### src/rtl/core/rmpd_pkg.sv
// rmpd_pkg: types, codes and constants shared by the rumble motor pulse driver
// no dependencies
package rmpd_pkg;

  // minimum payload byte count for a report
  localparam int unsigned REPORT_BYTES = 8;

  // action codes
  localparam logic [1:0] ACT_TICK   = 2'd0;
  localparam logic [1:0] ACT_REPORT = 2'd1;
  localparam logic [1:0] ACT_STOP   = 2'd2;

  // configuration register indexes
  localparam int unsigned CFG_IDX_W = 3;
  localparam logic [CFG_IDX_W-1:0] CFG_MIN_STRENGTH   = 3'd0;
  localparam logic [CFG_IDX_W-1:0] CFG_DEFAULT_FRAMES = 3'd1;
  localparam logic [CFG_IDX_W-1:0] CFG_MIN_FRAMES     = 3'd2;
  localparam logic [CFG_IDX_W-1:0] CFG_RISE_STEP      = 3'd3;
  localparam logic [CFG_IDX_W-1:0] CFG_FALL_STEP      = 3'd4;
  localparam logic [CFG_IDX_W-1:0] CFG_KICK_LENGTH    = 3'd5;
  localparam logic [CFG_IDX_W-1:0] CFG_FULL_ON_LEVEL  = 3'd6;
  localparam int unsigned CFG_DATA_W = 16;

  // configuration reset values
  localparam logic [7:0]  RST_MIN_STRENGTH   = 8'd96;
  localparam logic [15:0] RST_DEFAULT_FRAMES = 16'd18;
  localparam logic [15:0] RST_MIN_FRAMES     = 16'd4;
  localparam logic [7:0]  RST_RISE_STEP      = 8'd32;
  localparam logic [7:0]  RST_FALL_STEP      = 8'd48;
  localparam logic [1:0]  RST_KICK_LENGTH    = 2'd2;
  localparam logic [7:0]  RST_FULL_ON_LEVEL  = 8'd248;

  localparam logic [15:0] CONTINUOUS_FRAMES = 16'hffff;
  localparam logic [15:0] MAX_FRAMES        = 16'hfffe;
  localparam logic [7:0]  KICK_THRESHOLD    = 8'd96;
  localparam logic [7:0]  PERCENT_MAX       = 8'd100;
  localparam logic [7:0]  DUR_CONTINUOUS    = 8'd255;

  // floor(y / 100) = (y * PCT_RECIP) >> PCT_SHIFT for y below 43690
  localparam logic [14:0] PCT_RECIP = 15'd20972;
  localparam int unsigned PCT_SHIFT = 21;
  // floor(x / 5) = (x * FIVE_RECIP) >> FIVE_SHIFT for x below 2**18
  localparam logic [17:0] FIVE_RECIP = 18'd209716;
  localparam int unsigned FIVE_SHIFT = 20;

  typedef struct packed {
    logic [1:0] action;
    logic [7:0] control_byte;
    logic [7:0] magnitude_a;
    logic [7:0] magnitude_b;
    logic [7:0] magnitude_c;
    logic [7:0] magnitude_d;
    logic [7:0] duration_units;
    logic [7:0] repeat_count;
    logic [7:0] payload_length;
  } in_t;

  typedef struct packed {
    logic       motor_on;
    logic       report_accepted;
    logic [7:0] drive_level;
  } out_t;

  typedef struct packed {
    logic [7:0]  min_strength;
    logic [15:0] default_frames;
    logic [15:0] min_frames;
    logic [7:0]  rise_step;
    logic [7:0]  fall_step;
    logic [1:0]  kick_length;
    logic [7:0]  full_on_level;
  } cfg_t;

  // decoded word held in the input register
  typedef struct packed {
    logic [1:0]  action;
    logic        long_enough;
    logic        enable_nz;
    logic        mag_nz;
    logic [7:0]  scaled;
    logic        continuous;
    logic        dur_zero;
    logic [15:0] total;
  } prep_t;

endpackage

### src/rtl/core/rumble_motor_pulse_driver.sv
// rumble_motor_pulse_driver: top level with input register, result register
// and configuration registers; uses rmpd_pkg, rmpd_prep, rmpd_core
//
//   channel   handshake                    word / data
//   in        in_valid_i / in_ready_o      in_word_i   (rmpd_pkg::in_t)
//   out       out_valid_o / out_ready_i    out_word_o  (rmpd_pkg::out_t)
//   cfg       cfg_we_i (no wait)           cfg_idx_i, cfg_wdata_i
//
// one word per cycle sustained while the output is not stalled; a word's result
// passes through the input register, then the state update that loads the result
// register
// reset sets the configuration to its defaults and clears all drive state
// a stalled output holds its word; the input register keeps filling behind it,
// so up to two words are held before in_ready_o drops
module rumble_motor_pulse_driver (
  input  logic                                clk_i,
  input  logic                                rst_ni,
  input  logic                                in_valid_i,
  output logic                                in_ready_o,
  input  rmpd_pkg::in_t                       in_word_i,
  output logic                                out_valid_o,
  input  logic                                out_ready_i,
  output rmpd_pkg::out_t                      out_word_o,
  input  logic                                cfg_we_i,
  input  logic [rmpd_pkg::CFG_IDX_W-1:0]      cfg_idx_i,
  input  logic [rmpd_pkg::CFG_DATA_W-1:0]     cfg_wdata_i
);

  rmpd_pkg::cfg_t  cfg_q;
  rmpd_pkg::prep_t prep;
  rmpd_pkg::prep_t s1_q;
  rmpd_pkg::out_t  result;
  rmpd_pkg::out_t  out_q;
  logic            s1_valid_q;
  logic            out_valid_q;
  logic            advance;

  always_ff @(posedge clk_i or negedge rst_ni) begin
    if (!rst_ni) begin
      cfg_q.min_strength   <= rmpd_pkg::RST_MIN_STRENGTH;
      cfg_q.default_frames <= rmpd_pkg::RST_DEFAULT_FRAMES;
      cfg_q.min_frames     <= rmpd_pkg::RST_MIN_FRAMES;
      cfg_q.rise_step      <= rmpd_pkg::RST_RISE_STEP;
      cfg_q.fall_step      <= rmpd_pkg::RST_FALL_STEP;
      cfg_q.kick_length    <= rmpd_pkg::RST_KICK_LENGTH;
      cfg_q.full_on_level  <= rmpd_pkg::RST_FULL_ON_LEVEL;
    end else if (cfg_we_i) begin
      unique case (cfg_idx_i)
        rmpd_pkg::CFG_MIN_STRENGTH:   cfg_q.min_strength   <= cfg_wdata_i[7:0];
        rmpd_pkg::CFG_DEFAULT_FRAMES: cfg_q.default_frames <= cfg_wdata_i;
        rmpd_pkg::CFG_MIN_FRAMES:     cfg_q.min_frames     <= cfg_wdata_i;
        rmpd_pkg::CFG_RISE_STEP:      cfg_q.rise_step      <= cfg_wdata_i[7:0];
        rmpd_pkg::CFG_FALL_STEP:      cfg_q.fall_step      <= cfg_wdata_i[7:0];
        rmpd_pkg::CFG_KICK_LENGTH:    cfg_q.kick_length    <= cfg_wdata_i[1:0];
        rmpd_pkg::CFG_FULL_ON_LEVEL:  cfg_q.full_on_level  <= cfg_wdata_i[7:0];
        default: ;
      endcase
    end
  end

  rmpd_prep u_prep (
    .in_word_i (in_word_i),
    .prep_o    (prep)
  );

  // the held word moves on whenever the result register is free or drains
  assign advance    = s1_valid_q && (!out_valid_q || out_ready_i);
  assign in_ready_o = !s1_valid_q || advance;

  always_ff @(posedge clk_i or negedge rst_ni) begin
    if (!rst_ni) begin
      s1_valid_q <= 1'b0;
    end else if (in_ready_o) begin
      s1_valid_q <= in_valid_i;
    end
  end

  always_ff @(posedge clk_i) begin
    if (in_valid_i && in_ready_o) begin
      s1_q <= prep;
    end
  end

  rmpd_core u_core (
    .clk_i    (clk_i),
    .rst_ni   (rst_ni),
    .cfg_i    (cfg_q),
    .item_i   (s1_q),
    .step_i   (advance),
    .result_o (result)
  );

  always_ff @(posedge clk_i or negedge rst_ni) begin
    if (!rst_ni) begin
      out_valid_q <= 1'b0;
    end else if (advance) begin
      out_valid_q <= 1'b1;
    end else if (out_ready_i) begin
      out_valid_q <= 1'b0;
    end
  end

  always_ff @(posedge clk_i) begin
    if (advance) begin
      out_q <= result;
    end
  end

  assign out_valid_o = out_valid_q;
  assign out_word_o  = out_q;

  // a stop always leaves an all-zero result
  a_stop_clears: assert property (@(posedge clk_i) disable iff (!rst_ni)
    advance && s1_q.action == rmpd_pkg::ACT_STOP
    |=> out_valid_o && out_word_o.motor_on == 1'b0 &&
        out_word_o.report_accepted == 1'b0 && out_word_o.drive_level == 8'd0)
    else $error("stop did not clear drive state");

  // only report words can carry an accepted flag
  a_accept_only_report: assert property (@(posedge clk_i) disable iff (!rst_ni)
    advance && s1_q.action != rmpd_pkg::ACT_REPORT |=> !out_word_o.report_accepted)
    else $error("accepted flag on a non-report word");

  // input backpressure only when both registers are occupied and the output stalls
  a_ready_low_full: assert property (@(posedge clk_i) disable iff (!rst_ni)
    !in_ready_o |-> s1_valid_q && out_valid_q && !out_ready_i)
    else $error("input stalled with room in the pipeline");

  // a report with an enable bit and a nonzero magnitude does not move the level
  a_report_holds_level: assert property (@(posedge clk_i) disable iff (!rst_ni)
    advance && s1_q.action == rmpd_pkg::ACT_REPORT && s1_q.enable_nz && s1_q.mag_nz
    && $past(advance) |=> out_word_o.drive_level == $past(out_q.drive_level))
    else $error("report changed the drive level");

endmodule

### src/rtl/core/rmpd_prep.sv
// rmpd_prep: decodes an incoming word ahead of the input register
// (largest magnitude, percent scaling, duration times loop count); uses rmpd_pkg
module rmpd_prep (
  input  rmpd_pkg::in_t   in_word_i,
  output rmpd_pkg::prep_t prep_o
);

  logic [7:0]  max_ab, max_cd, mag;
  logic [15:0] pct_y;
  logic [29:0] pct_prod;
  logic [7:0]  pct_val;
  logic [7:0]  loops_eff;

  assign max_ab = (in_word_i.magnitude_b > in_word_i.magnitude_a) ?
                  in_word_i.magnitude_b : in_word_i.magnitude_a;
  assign max_cd = (in_word_i.magnitude_d > in_word_i.magnitude_c) ?
                  in_word_i.magnitude_d : in_word_i.magnitude_c;
  assign mag    = (max_cd > max_ab) ? max_cd : max_ab;

  // round(mag * 255 / 100)
  assign pct_y    = {mag, 8'd0} - {8'd0, mag} + 16'd50;
  assign pct_prod = {15'd0, pct_y[14:0]} * {15'd0, rmpd_pkg::PCT_RECIP};
  assign pct_val  = pct_prod[rmpd_pkg::PCT_SHIFT +: 8];

  assign loops_eff = (in_word_i.repeat_count == 8'd0) ? 8'd1 : in_word_i.repeat_count;

  always_comb begin
    prep_o.action      = in_word_i.action;
    prep_o.long_enough = in_word_i.payload_length >= 8'(rmpd_pkg::REPORT_BYTES);
    prep_o.enable_nz   = in_word_i.control_byte[3:0] != 4'd0;
    prep_o.mag_nz      = mag != 8'd0;
    prep_o.scaled      = (mag <= rmpd_pkg::PERCENT_MAX) ? pct_val : mag;
    prep_o.continuous  = (in_word_i.duration_units == rmpd_pkg::DUR_CONTINUOUS) ||
                         (in_word_i.repeat_count == rmpd_pkg::DUR_CONTINUOUS);
    prep_o.dur_zero    = in_word_i.duration_units == 8'd0;
    prep_o.total       = {8'd0, in_word_i.duration_units} * {8'd0, loops_eff};
  end

endmodule

### src/rtl/core/rmpd_core.sv
// rmpd_core: drive state (target, slewed level, modulator, kick, frame count, pin)
// and the per-word step logic; uses rmpd_pkg
module rmpd_core (
  input  logic            clk_i,
  input  logic            rst_ni,
  input  rmpd_pkg::cfg_t  cfg_i,
  input  rmpd_pkg::prep_t item_i,
  input  logic            step_i,
  output rmpd_pkg::out_t  result_o
);

  logic [7:0]  target_q, target_d;
  logic [7:0]  present_q, present_d;
  logic [7:0]  acc_q, acc_d;
  logic [1:0]  kick_q, kick_d;
  logic [15:0] frames_q, frames_d;
  logic        pin_q, pin_d;
  logic        accepted;

  // report frame count: ceil(total * 60 / 100) = floor((3 * total + 4) / 5)
  logic [17:0] five_x;
  logic [35:0] five_prod;
  logic [15:0] calc_frames, clamp_lo, clamp_frames, rep_frames;
  logic [7:0]  strength;
  logic [7:0]  tick_target, slew_diff;
  logic [8:0]  acc_sum;

  assign five_x       = {2'd0, item_i.total} + {1'b0, item_i.total, 1'b0} + 18'd4;
  assign five_prod    = {18'd0, five_x} * {18'd0, rmpd_pkg::FIVE_RECIP};
  assign calc_frames  = five_prod[rmpd_pkg::FIVE_SHIFT +: 16];
  assign clamp_lo     = (calc_frames < cfg_i.min_frames) ? cfg_i.min_frames : calc_frames;
  assign clamp_frames = (clamp_lo > rmpd_pkg::MAX_FRAMES) ? rmpd_pkg::MAX_FRAMES : clamp_lo;

  always_comb begin
    priority if (item_i.continuous) begin
      rep_frames = rmpd_pkg::CONTINUOUS_FRAMES;
    end else if (!item_i.dur_zero) begin
      rep_frames = clamp_frames;
    end else begin
      rep_frames = cfg_i.default_frames;
    end
  end

  assign strength = (item_i.scaled != 8'd0 && item_i.scaled < cfg_i.min_strength) ?
                    cfg_i.min_strength : item_i.scaled;

  always_comb begin
    target_d    = target_q;
    present_d   = present_q;
    acc_d       = acc_q;
    kick_d      = kick_q;
    frames_d    = frames_q;
    pin_d       = pin_q;
    accepted    = 1'b0;
    tick_target = target_q;
    slew_diff   = 8'd0;
    acc_sum     = {1'b0, acc_q} + {1'b0, present_q};
    unique case (item_i.action)
      rmpd_pkg::ACT_TICK: begin
        if (frames_q != 16'd0 && frames_q != rmpd_pkg::CONTINUOUS_FRAMES) begin
          frames_d = frames_q - 16'd1;
          if (frames_q == 16'd1) begin
            tick_target = 8'd0;
          end
        end
        target_d = tick_target;
        if (present_q < tick_target) begin
          slew_diff = tick_target - present_q;
          present_d = present_q + ((slew_diff > cfg_i.rise_step) ? cfg_i.rise_step : slew_diff);
        end else if (present_q > tick_target) begin
          slew_diff = present_q - tick_target;
          present_d = present_q - ((slew_diff > cfg_i.fall_step) ? cfg_i.fall_step : slew_diff);
        end
        acc_sum = {1'b0, acc_q} + {1'b0, present_d};
        priority if (present_d >= cfg_i.full_on_level) begin
          pin_d = 1'b1;
        end else if (present_d != 8'd0) begin
          if (kick_q != 2'd0) begin
            kick_d = kick_q - 2'd1;
            pin_d  = 1'b1;
          end else begin
            acc_d = acc_sum[7:0];
            pin_d = acc_sum[8];
          end
        end else begin
          pin_d = 1'b0;
        end
      end
      rmpd_pkg::ACT_REPORT: begin
        if (item_i.long_enough) begin
          accepted = 1'b1;
          if (!item_i.enable_nz || !item_i.mag_nz || strength == 8'd0) begin
            // silent or disabled report halts everything
            target_d  = 8'd0;
            present_d = 8'd0;
            acc_d     = 8'd0;
            kick_d    = 2'd0;
            frames_d  = 16'd0;
            pin_d     = 1'b0;
          end else begin
            target_d = strength;
            frames_d = rep_frames;
            if (strength > present_q && strength >= rmpd_pkg::KICK_THRESHOLD) begin
              kick_d = cfg_i.kick_length;
            end
          end
        end
      end
      rmpd_pkg::ACT_STOP: begin
        target_d  = 8'd0;
        present_d = 8'd0;
        acc_d     = 8'd0;
        kick_d    = 2'd0;
        frames_d  = 16'd0;
        pin_d     = 1'b0;
      end
      default: ;
    endcase
  end

  always_ff @(posedge clk_i or negedge rst_ni) begin
    if (!rst_ni) begin
      target_q  <= 8'd0;
      present_q <= 8'd0;
      acc_q     <= 8'd0;
      kick_q    <= 2'd0;
      frames_q  <= 16'd0;
      pin_q     <= 1'b0;
    end else if (step_i) begin
      target_q  <= target_d;
      present_q <= present_d;
      acc_q     <= acc_d;
      kick_q    <= kick_d;
      frames_q  <= frames_d;
      pin_q     <= pin_d;
    end
  end

  assign result_o.motor_on        = pin_d;
  assign result_o.report_accepted = accepted;
  assign result_o.drive_level     = present_d;

endmodule

### config.mk
export PLATFORM = sky130hd
export DESIGN_NAME = rumble_motor_pulse_driver
export DESIGN_NICKNAME = d
export VERILOG_FILES = /design/src/rtl/core/rmpd_pkg.sv /design/src/rtl/core/rumble_motor_pulse_driver.sv /design/src/rtl/core/rmpd_prep.sv /design/src/rtl/core/rmpd_core.sv
export SDC_FILE = /design/constraint.sdc
export NUM_CORES = 1
export LEC_CHECK = 0
export BUFFER_PORTS_ARGS = -buffer_cell sky130_fd_sc_hd__buf_2
export CORE_UTILIZATION = 46
export CTS_BUF_LIST = sky130_fd_sc_hd__clkbuf_16
export DETAILED_ROUTE_END_ITERATION = 10
export PLACE_DENSITY = 0.62
export SKIP_LAST_GASP = 1
export SLEW_MARGIN = 0
export SYNTH_ARGS = -nofsm -noshare
export SYNTH_HDL_FRONTEND = slang
export SYNTH_SLANG_ARGS = --single-unit
### constraint.sdc
create_clock -name clk_i -period 26.5 [get_ports clk_i]
set_input_delay 5.3 -clock clk_i [delete_from_list [all_inputs] [get_ports clk_i]]
set_output_delay 5.3 -clock clk_i [all_outputs]
set_load 0.02 [all_outputs]
### Word level (Yosys, flattened, before mapping)

Index checks and enable logic that the tools add are counted.
Widths: inputs -> output; s select.

* multiply operators: 3
* equality and inequality tests: 20
* add/subtract/negate cells: 11
* $lt $le $gt $ge: 15
* muxes and demuxes: 50
* reduce and logical (&&, ||, !) cells: 38

Operator list (count)
* $mux 8: 23
* $mux 16: 7
* $pmux 8 s3: 3
* $gt 8x8->1: 7
* $pmux 16 s3: 1
* $mul 18x16->34 const B: 1
* $mul 15x13->27 const B: 1
* $logic_not 8->1: 3
* $reduce_bool 8->1: 3
* $sub 8x8->8: 3
* $add 16x17->18: 1
* $add 18x3->18 const B: 1
* $eq 16x1->1 const B: 1
* $eq 8x8->1 const B: 2
* $gt 16x16->1 const B: 1
* $lt 16x16->1: 1
* $lt 8x8->1: 2
* $mul 8x8->16: 1
* $ne 16x16->1 const B: 1
* $reduce_bool 16->1: 1
* $sub 16x1->16 const B: 1
* $add 15x6->15 const B: 1
* $sub 15x8->15: 1
* $reduce_and 2->1: 7
* 30 further kinds: 63

* word-level logic and storage cells: 163
* output and inout bits: 12
* input port bits: 90
* register bits: 152

### Depth between registers and ports, before layout

Gate-level depths: netlist (run 1).

* word-level depth: 16
* gate-level depth with buffers: 48
* mapped depth without buffers: 45

### Hierarchy

A second synthesis (run 1) with hierarchy kept.

* cells, all modules: 2577
* area, all modules: 24070.6 sq um

Modules (own cells, without submodules)
* rmpd_core: times used 1, sequential area each 1076.0 sq um, area each 12565.8 sq um, cells each 1519
* rmpd_prep: times used 1, sequential area each 0.0 sq um, area each 7557.2 sq um, cells each 864
* rumble_motor_pulse_driver: times used 1, sequential area each 2950.3 sq um, area each 3947.5 sq um, cells each 194

### Worst setup path after synthesis (run 1)

Ideal clock, no wire load.

* path type: input to register
* from: in in_word_i[33] in the netlist's numbering
* to: reg s1_q[22] in the netlist's numbering, data pin
* cell stages on the path: 39
* library setup time: 0.262 ns
* required time: 26.238 ns
* path slack: 12.032 ns
* arrival: 14.206 ns
* buffers on the path: 1
* path through: inv_1 ha_1 nor2b_1 o21a_1 o21a_1 nor2_2 mux2i_1 inv_1 ha_1 nor2b_1 o21ai_0 a21oi_1 o21ai_2 buf_2 mux2i_1 ha_1 nand2b_1 o22ai_1 [3 not listed] fa_1 ha_1 inv_1 fa_1 inv_1 fa_1 fa_1 ha_1 a21oi_1 o21ai_0 a2111o_1 a21oi_1 o21ai_0 a211oi_1 inv_1 a21oi_1 xor2_1 mux2i_1

RTL lines
* from (decl): RTL line rumble_motor_pulse_driver.sv:20 `input rmpd_pkg::in_t in_word_i,`
* to (signal assigned): RTL line rumble_motor_pulse_driver.sv:80 `s1_q <= prep;`
* to (decl): RTL line rumble_motor_pulse_driver.sv:31 `rmpd_pkg::prep_t s1_q;`

==> qor.yml, run 1 <==
status: "complete, no violations"
layout.nets: 3329
antenna_cells: 0
ys_warn_count: 0
cp_slowest_cell: "mux2i_1"
min_from: "u_core.target_q[0]"
layout-drive-gt1-share_pct: 9.17
rr_startpoint: "s1_q[0]"
synth_nets: 3250
ys_ff_latch: 152
cts_max_path_buffers: 2
synth_area_um2: 23200
vias_per_cell: 5.33
yosysSeqAreaShare_pct: 17.4
place_congestion: 0.898
pin_count: 102
worstHoldEndpoint: "u_core.target_q[0]"
route.detailed.drc: 0
clkLatencyLatePin_ns: 0.45
fmax_mhz: 63.1
drv_cap: 0
regToRegSetupSlack_ns: 14.70
nFillCells: 4656
first_global_vias: 18100
die_y_um: 226
cts_resized: 0
maxSlewHeadroom_pct: 28.8
ctsHtreeMaxLevel: 4
die_w_um: 226
setup_viol: 0
worst_pin_slew_ns: 1.06
rsz0062_at_grt: "no"
vias: 17600
cts-root-buf: "clkbuf_16"
start_util_pct: 46.9
syn_inst: 2537
core_area_um2: 49400
track_usage_pct: 21.7
startpoint_type: "input port"
post-route-util_pct: 50.6
antenna_found_initial: 0
arrival_ns: 16.00
synthFlopType: "dfrtp_1"
final.setup.tns_ns: 0
dr.pass1.iters: 7
slew_violations: 0
cts.sinks: 152
die_area_um2: 51300
io_buffers: 94
cts_tree: "yes"
ctsHoldBuffers: 0
fin_crit_sh_pct: 59.8
cts_setup_buffers: 0
max_stage_delay_ns: 0.75
synth_edf_count: 41
grt_max_degree: 57
cts_inserted_buffers: 17
grt-ovfl-total: 0
wl_per_cell_um: 16.2
cp_max_fo: 19
min_period_ns: 15.85
finalWorstSetupSlack_ns: 10.65
hpwl_um: 45000
hold_class: "register to register"
cp_common_cell: "ha_1"
fp-row-count: 81
fin_hold_ws_ns: 0.490
crit_required_ns: 26.65
syn_to_final_growth_pct: 7.86
clock_skew_ns: 0.0149
critPathKind: "input port to register"
dp_slack_ns: 10.18
synth.avg_cell_area_um2: 9.13
wirelength_um: 53400
ys_types: 94
worstSetupEndpointType: "register"
async_flop_share_pct: 73.0
r2r_end: "u_core.frames_q[0]"
ant_nets: 0
startpoint: "in_word_i[35]"
drtIter0Drc: 769
hold_depth: 2
clk_pin_slew_worst_paths_ns: 0.07
grt_pass1_wl_um: 89300
hold_viol_final: 0
rr_worst_depth: 42
metal layers:
| metal | vias up | GRT usage, % | routed length, um | share of wire, % |
|---|---|---|---|---|
| met4 | 0 | 4.62 | 756 | 1.4 |
| met1 | 8496 | 28.4 | 25000 | 47 |
| met3 | 52 | 2.31 | 1450 | 2.7 |
| li1 | 8744 | - | - | - |
| met2 | 259 | 38.3 | 26300 | 49 |
| met5 | - | 0 | 0 | 0 |
through the flow:
stage,cell area (um2),std cells
after floorplan,23200,2537
after detailed placement,24400,3261
after global routing,25000,3293
after global placement,24400,3261
final,25000,3293
after CTS,25000,3293
layout make-up:
cell class,count,area (um2),share of cell area (%)
Clock inverter,14,141,0.566
Tap cell,664,831,3.32
Timing Repair Buffer,111,601,2.40
Multi-Input combinational cell,1855,17100,68.6
Sequential cell,152,4030,16.1
Clock buffer,18,450,1.80
Inverter,479,1800,7.19
kinds of logic (layout without fill, tap and decap cells):
family	after synthesis	count (layout)	share of synthesized area (%)
simple gates	554	554	12.1
compound gates	472	472	13.3
xor+xnor	118	118	4.53
flops	152	152	17.4
fa+ha+maj	623	623	39.9
buf+inv	530	622	8.69
mux	88	88	4.08
cells in the mapped netlist (34+ instances only):
master      n  area share, %
xnor2_1    74            2.8
nor2_1     91            1.5
dfrtp_1    97             10
a21o_1     48            1.6
fa_1      193             17
nand3_1    34           0.73
ha_1      430             23
nor2b_1    34           0.92
mux2_2     48            2.3
nand2_1   180            2.9
o21ai_0   135            2.9
clkbuf_1   36           0.58
mux2i_1    39            1.7
and2_1     50            1.3
inv_1     477            7.7
a21oi_1   111            2.4
edfxtp_1   41            5.3
xor2_1     42            1.6
sequential cells by signal, summed over array words and instances, names as in the netlist:
name,flops
cfg_q,66
out_valid_o,1
out_word_o,10
s1_q,31
s1_valid_q,1
u_core.acc_q,8
u_core.frames_q,16
u_core.kick_q,2
u_core.pin_q,1
u_core.present_q,8
u_core.target_q,8
placed cells by master, fill, tap and decap left out, types with 6 or more instances in the layout:
cell and instances:
or3_1 8, a221oi_1 6, mux2_2 48, o211ai_1 12
a22o_1 7, edfxtp_1 41, a21boi_0 9, dfrtp_1 97
buf_2 93, dfstp_2 14, or4_1 7, nand2b_1 22
nand2_1 180, nor4_1 16, xnor2_1 74, mux2i_1 39
and2_1 50, nand3_1 34, o21ai_0 135, o21a_1 19
nand4_1 32, a21oi_1 111, a211oi_1 12, a21o_1 48
o31ai_1 9, a22oi_1 6, nor2_1 91, o2bb2ai_1 8
inv_1 478, and3_1 13, o21bai_1 8, a32o_1 8
clkbuf_16 18, ha_1 430, a31oi_1 18, buf_4 18
nor3_1 32, nor2b_1 34, fa_1 193, xor2_1 42
critical path, delay by kind of cell:
family | cells | cell delay (ns)
AO/OA/AOI/OAI | 14 | 3.72
AND/OR/NAND/NOR | 6 | 0.89
buffers and inverters | 5 | 0.34
XOR/XNOR | 2 | 0.89
multiplexers | 3 | 1.30
adder cells (fa/ha/maj) | 9 | 3.55
worst max-delay path by stage:
stage,end
CTS,s1_q[24]
finish,s1_q[24]
detailed placement,s1_q[24]
global placement,s1_q[24]
floorplan,s1_q[22]
global route,s1_q[22]
Power of run 1 is left out: the tool's default activity adds up to more than one toggle a clock period on the data nets, which glitch-free logic cannot reach.
==> run 2: changes to the inputs <==
--- a/config.mk
+++ b/config.mk
@@ -5,11 +5,12 @@
 export SDC_FILE = /design/constraint.sdc
 export NUM_CORES = 1
 export LEC_CHECK = 0
+export ABC_AREA = 1
 export BUFFER_PORTS_ARGS = -buffer_cell sky130_fd_sc_hd__buf_2
 export CORE_UTILIZATION = 46
 export CTS_BUF_LIST = sky130_fd_sc_hd__clkbuf_16
 export DETAILED_ROUTE_END_ITERATION = 10
-export PLACE_DENSITY = 0.62
+export PLACE_DENSITY = 0.65
 export SKIP_LAST_GASP = 1
 export SLEW_MARGIN = 0
 export SYNTH_ARGS = -nofsm -noshare
==> constraint.sdc (replaced) <==
create_clock -name clk_i -period 13.2 [get_ports clk_i]
set_input_delay 2.64 -clock clk_i [delete_from_list [all_inputs] [get_ports clk_i]]
set_output_delay 2.64 -clock clk_i [all_outputs]
set_load 0.02 [all_outputs]
==> qor.yml, run 2 <==
status: "finished with violations"
violations: "design-rule violations"
fin_hold_ws_ns: 0.489  # -0.00145 ns
synthFlopType: "dfrtp_1"
dr.pass1.iters: 10  # +3
reg_top3: "cfg_q: 66 flops, s1_q: 31 flops, u_core.frames_q: 16 flops"
fmax_mhz: 86.3
synth_area_leader_cell: "ha_1"
min_from: "cfg_q[60]"
grt-ovfl-total: 0  # unchanged
worst_pin_slew_ns: 1.04  # -0.0270 ns
async_flop_share_pct: 73.0  # unchanged
ctsHtreeMaxLevel: 4  # unchanged
syn_inst: 3001  # +18%
ant_nets: 0  # unchanged
place_congestion: 0.963  # +7.2%
antenna_found_initial: 0  # unchanged
vias: 19400  # +11%
hpwl_um: 50000  # +11%
largest_reg_flops: 66  # unchanged
synth_edf_count: 41  # unchanged
worstSetupEndpointType: "register"
cp_common_cell: "o21ai_0"
crit_required_ns: 13.38  # -13.27 ns
rsz0062_at_grt: "no"
cp_slowest_cell: "xor2_1"
grt_pass1_wl_um: 98700  # +11%
io_buffers: 94  # unchanged
die_area_um2: 52600  # +2.5%
top_register: "cfg_q"
r2r_end: "u_core.frames_q[0]"
max_stage_delay_ns: 0.82  # +0.07 ns
track_usage_pct: 23.3  # +1.6 points
clock_skew_ns: 0.0130  # -0.00190 ns
rr_startpoint: "s1_q[0]"
maxSlewHeadroom_pct: 30.6  # +1.9 points
fp-row-count: 82  # +1.2%
cts_setup_buffers: 0  # unchanged
critPathKind: "input port to register"
yosysSeqAreaShare_pct: 17.0  # -0.43 points
cts_inserted_buffers: 17  # unchanged
pin_count: 102  # unchanged
wirelength_um: 59000  # +10%
cts.sinks: 152  # unchanged
core_area_um2: 50600  # +2.5%
grt_max_degree: 71  # +25%
arrival_ns: 11.77  # -4.23 ns
slew_violations: 0  # unchanged
synth_nets: 3714  # +14%
route.detailed.drc: 1  # +1
drv_cap: 0  # unchanged
ctsHoldBuffers: 0  # unchanged
cts_tree: "yes"
die_y_um: 229  # +1.2%
synth_area_um2: 23800  # +2.5%
hold_class: "register to register"
worstHoldEndpoint: "cfg_q[60]"
clkLatencyLatePin_ns: 0.45  # about the same
antenna_cells: 0  # unchanged
synth.avg_cell_area_um2: 7.92  # -13%
cts_resized: 0  # unchanged
vias_per_cell: 5.19  # -2.7%
layout-drive-gt1-share_pct: 7.05  # -2.1 points
synthTopCellsByArea: "ha_1 (23%), fa_1 (16%), inv_1 (10%)"
setup_viol: 0  # unchanged
ys_ff_latch: 152  # unchanged
yosys-top-cells-count: "inv_1 (664), nand2_1 (519), ha_1 (430), fa_1 (193), o21ai_0 (192)"
cp_max_fo: 16  # -3
clk_pin_slew_worst_paths_ns: 0.06  # about the same
ys_warn_count: 0  # unchanged
first_global_vias: 20000  # +10%
start_util_pct: 47.0  # about the same
synth_top_area_share_pct: 22.6  # -0.57 points
drtIter0Drc: 967  # +26%
hold_viol_final: 0  # unchanged
fin_crit_sh_pct: 87.8
final_common_cell: "inv_1"
wl_per_cell_um: 15.7  # -3.0%
cts_max_path_buffers: 2  # unchanged
min_period_ns: 11.59
synth.most_common_cell: "inv_1"
layout_common_cells: "inv_1 (666), nand2_1 (519), ha_1 (430)"
ys_types: 72  # -23%
post-route-util_pct: 50.4  # -0.27 points
rr_worst_depth: 53  # +26%
cts-root-buf: "clkbuf_16"
hold_depth: 2  # unchanged
layout.nets: 3776  # +13%
die_w_um: 229  # +1.2%
startpoint_type: "input port"
final.setup.tns_ns: 0  # unchanged
syn_to_final_growth_pct: 7.24
regToRegSetupSlack_ns: 2.45  # -12.25 ns
run 2: cell types whose count changed in the layout (fill, tap and decap cells not counted), moves of 47 or more:
cell     change
inv_1      +188
nand2_1    +339
mux2_2      -47
nor2_1      +63
o21ai_0     +57
a21oi_1     +72
xnor2_1     -47
run 2: worst max-delay path, delay by kind of cell:
family | cells | cell delay (ns)
buf+inv | 5 | 0.55
simple gates | 9 | 1.05
fa+ha+maj | 9 | 3.60
compound gates | 14 | 2.90
xor+xnor | 2 | 0.99
run 2: cells by family (layout without fill, tap and decap cells):
| family | after synthesis | in the layout | share of synthesized area (%) |
|---|---|---|---|
| DFF | 152 | 152 | 17.0 |
| adders and majority gates | 623 | 623 | 38.9 |
| xor gates and xnor gates | 103 | 103 | 3.92 |
| buffers and inverters | 736 | 811 | 11.8 |
| AOI/OAI and AO/OA | 541 | 541 | 13.4 |
| muxes | 1 | 1 | 0.0474 |
| and+or+nand+nor | 845 | 845 | 14.9 |
run 2: layer usage:
metal / part of all wire (%) / global-route usage, % / up-vias
met5: 0 / 0 / -
met1: 46 / 30.5 / 9150
met3: 4.7 / 3.52 / 87
met2: 47 / 39.2 / 458
li1: - / - / 9743
met4: 2.8 / 7.71 / 0
run 2: how the worst max path moves through the flow:
stage / start / to / slack [ns]
global placement: in_word_i[39] / s1_q[20] / 1.30
finish: in_word_i[39] / s1_q[20] / 1.61
detailed placement: in_word_i[39] / s1_q[20] / 1.18
floorplan: in_word_i[55] / s1_q[25] / 2.77
global route: in_word_i[39] / s1_q[20] / 0.89
CTS: in_word_i[39] / s1_q[20] / 1.65
run 2: cell type report:
| cell class | instances | area (um2) |
|---|---|---|
| inverters | 677 | 2540 |
| clock buffers | 19 | 475 |
| repair buffers | 102 | 533 |
| multi-input cells | 2113 | 16900 |
| fillers | 4913 | 25100 |
| well taps | 672 | 841 |
| flip-flops and latches | 152 | 4030 |
| clock inverters | 13 | 139 |
run 2: stage by stage:
stage          worst slack, ns  cells  instance area (um2)
5_1_grt                  0.886   3748                25500
4_1_cts                   1.65   3748                25500
3_5_place_dp              1.18   3716                24900
6_report                  1.61   3748                25500
2_1_floorplan             2.77   3001                23800
3_3_place_gp              1.30   3716                24900
Power of run 2 is left out for the same reason.
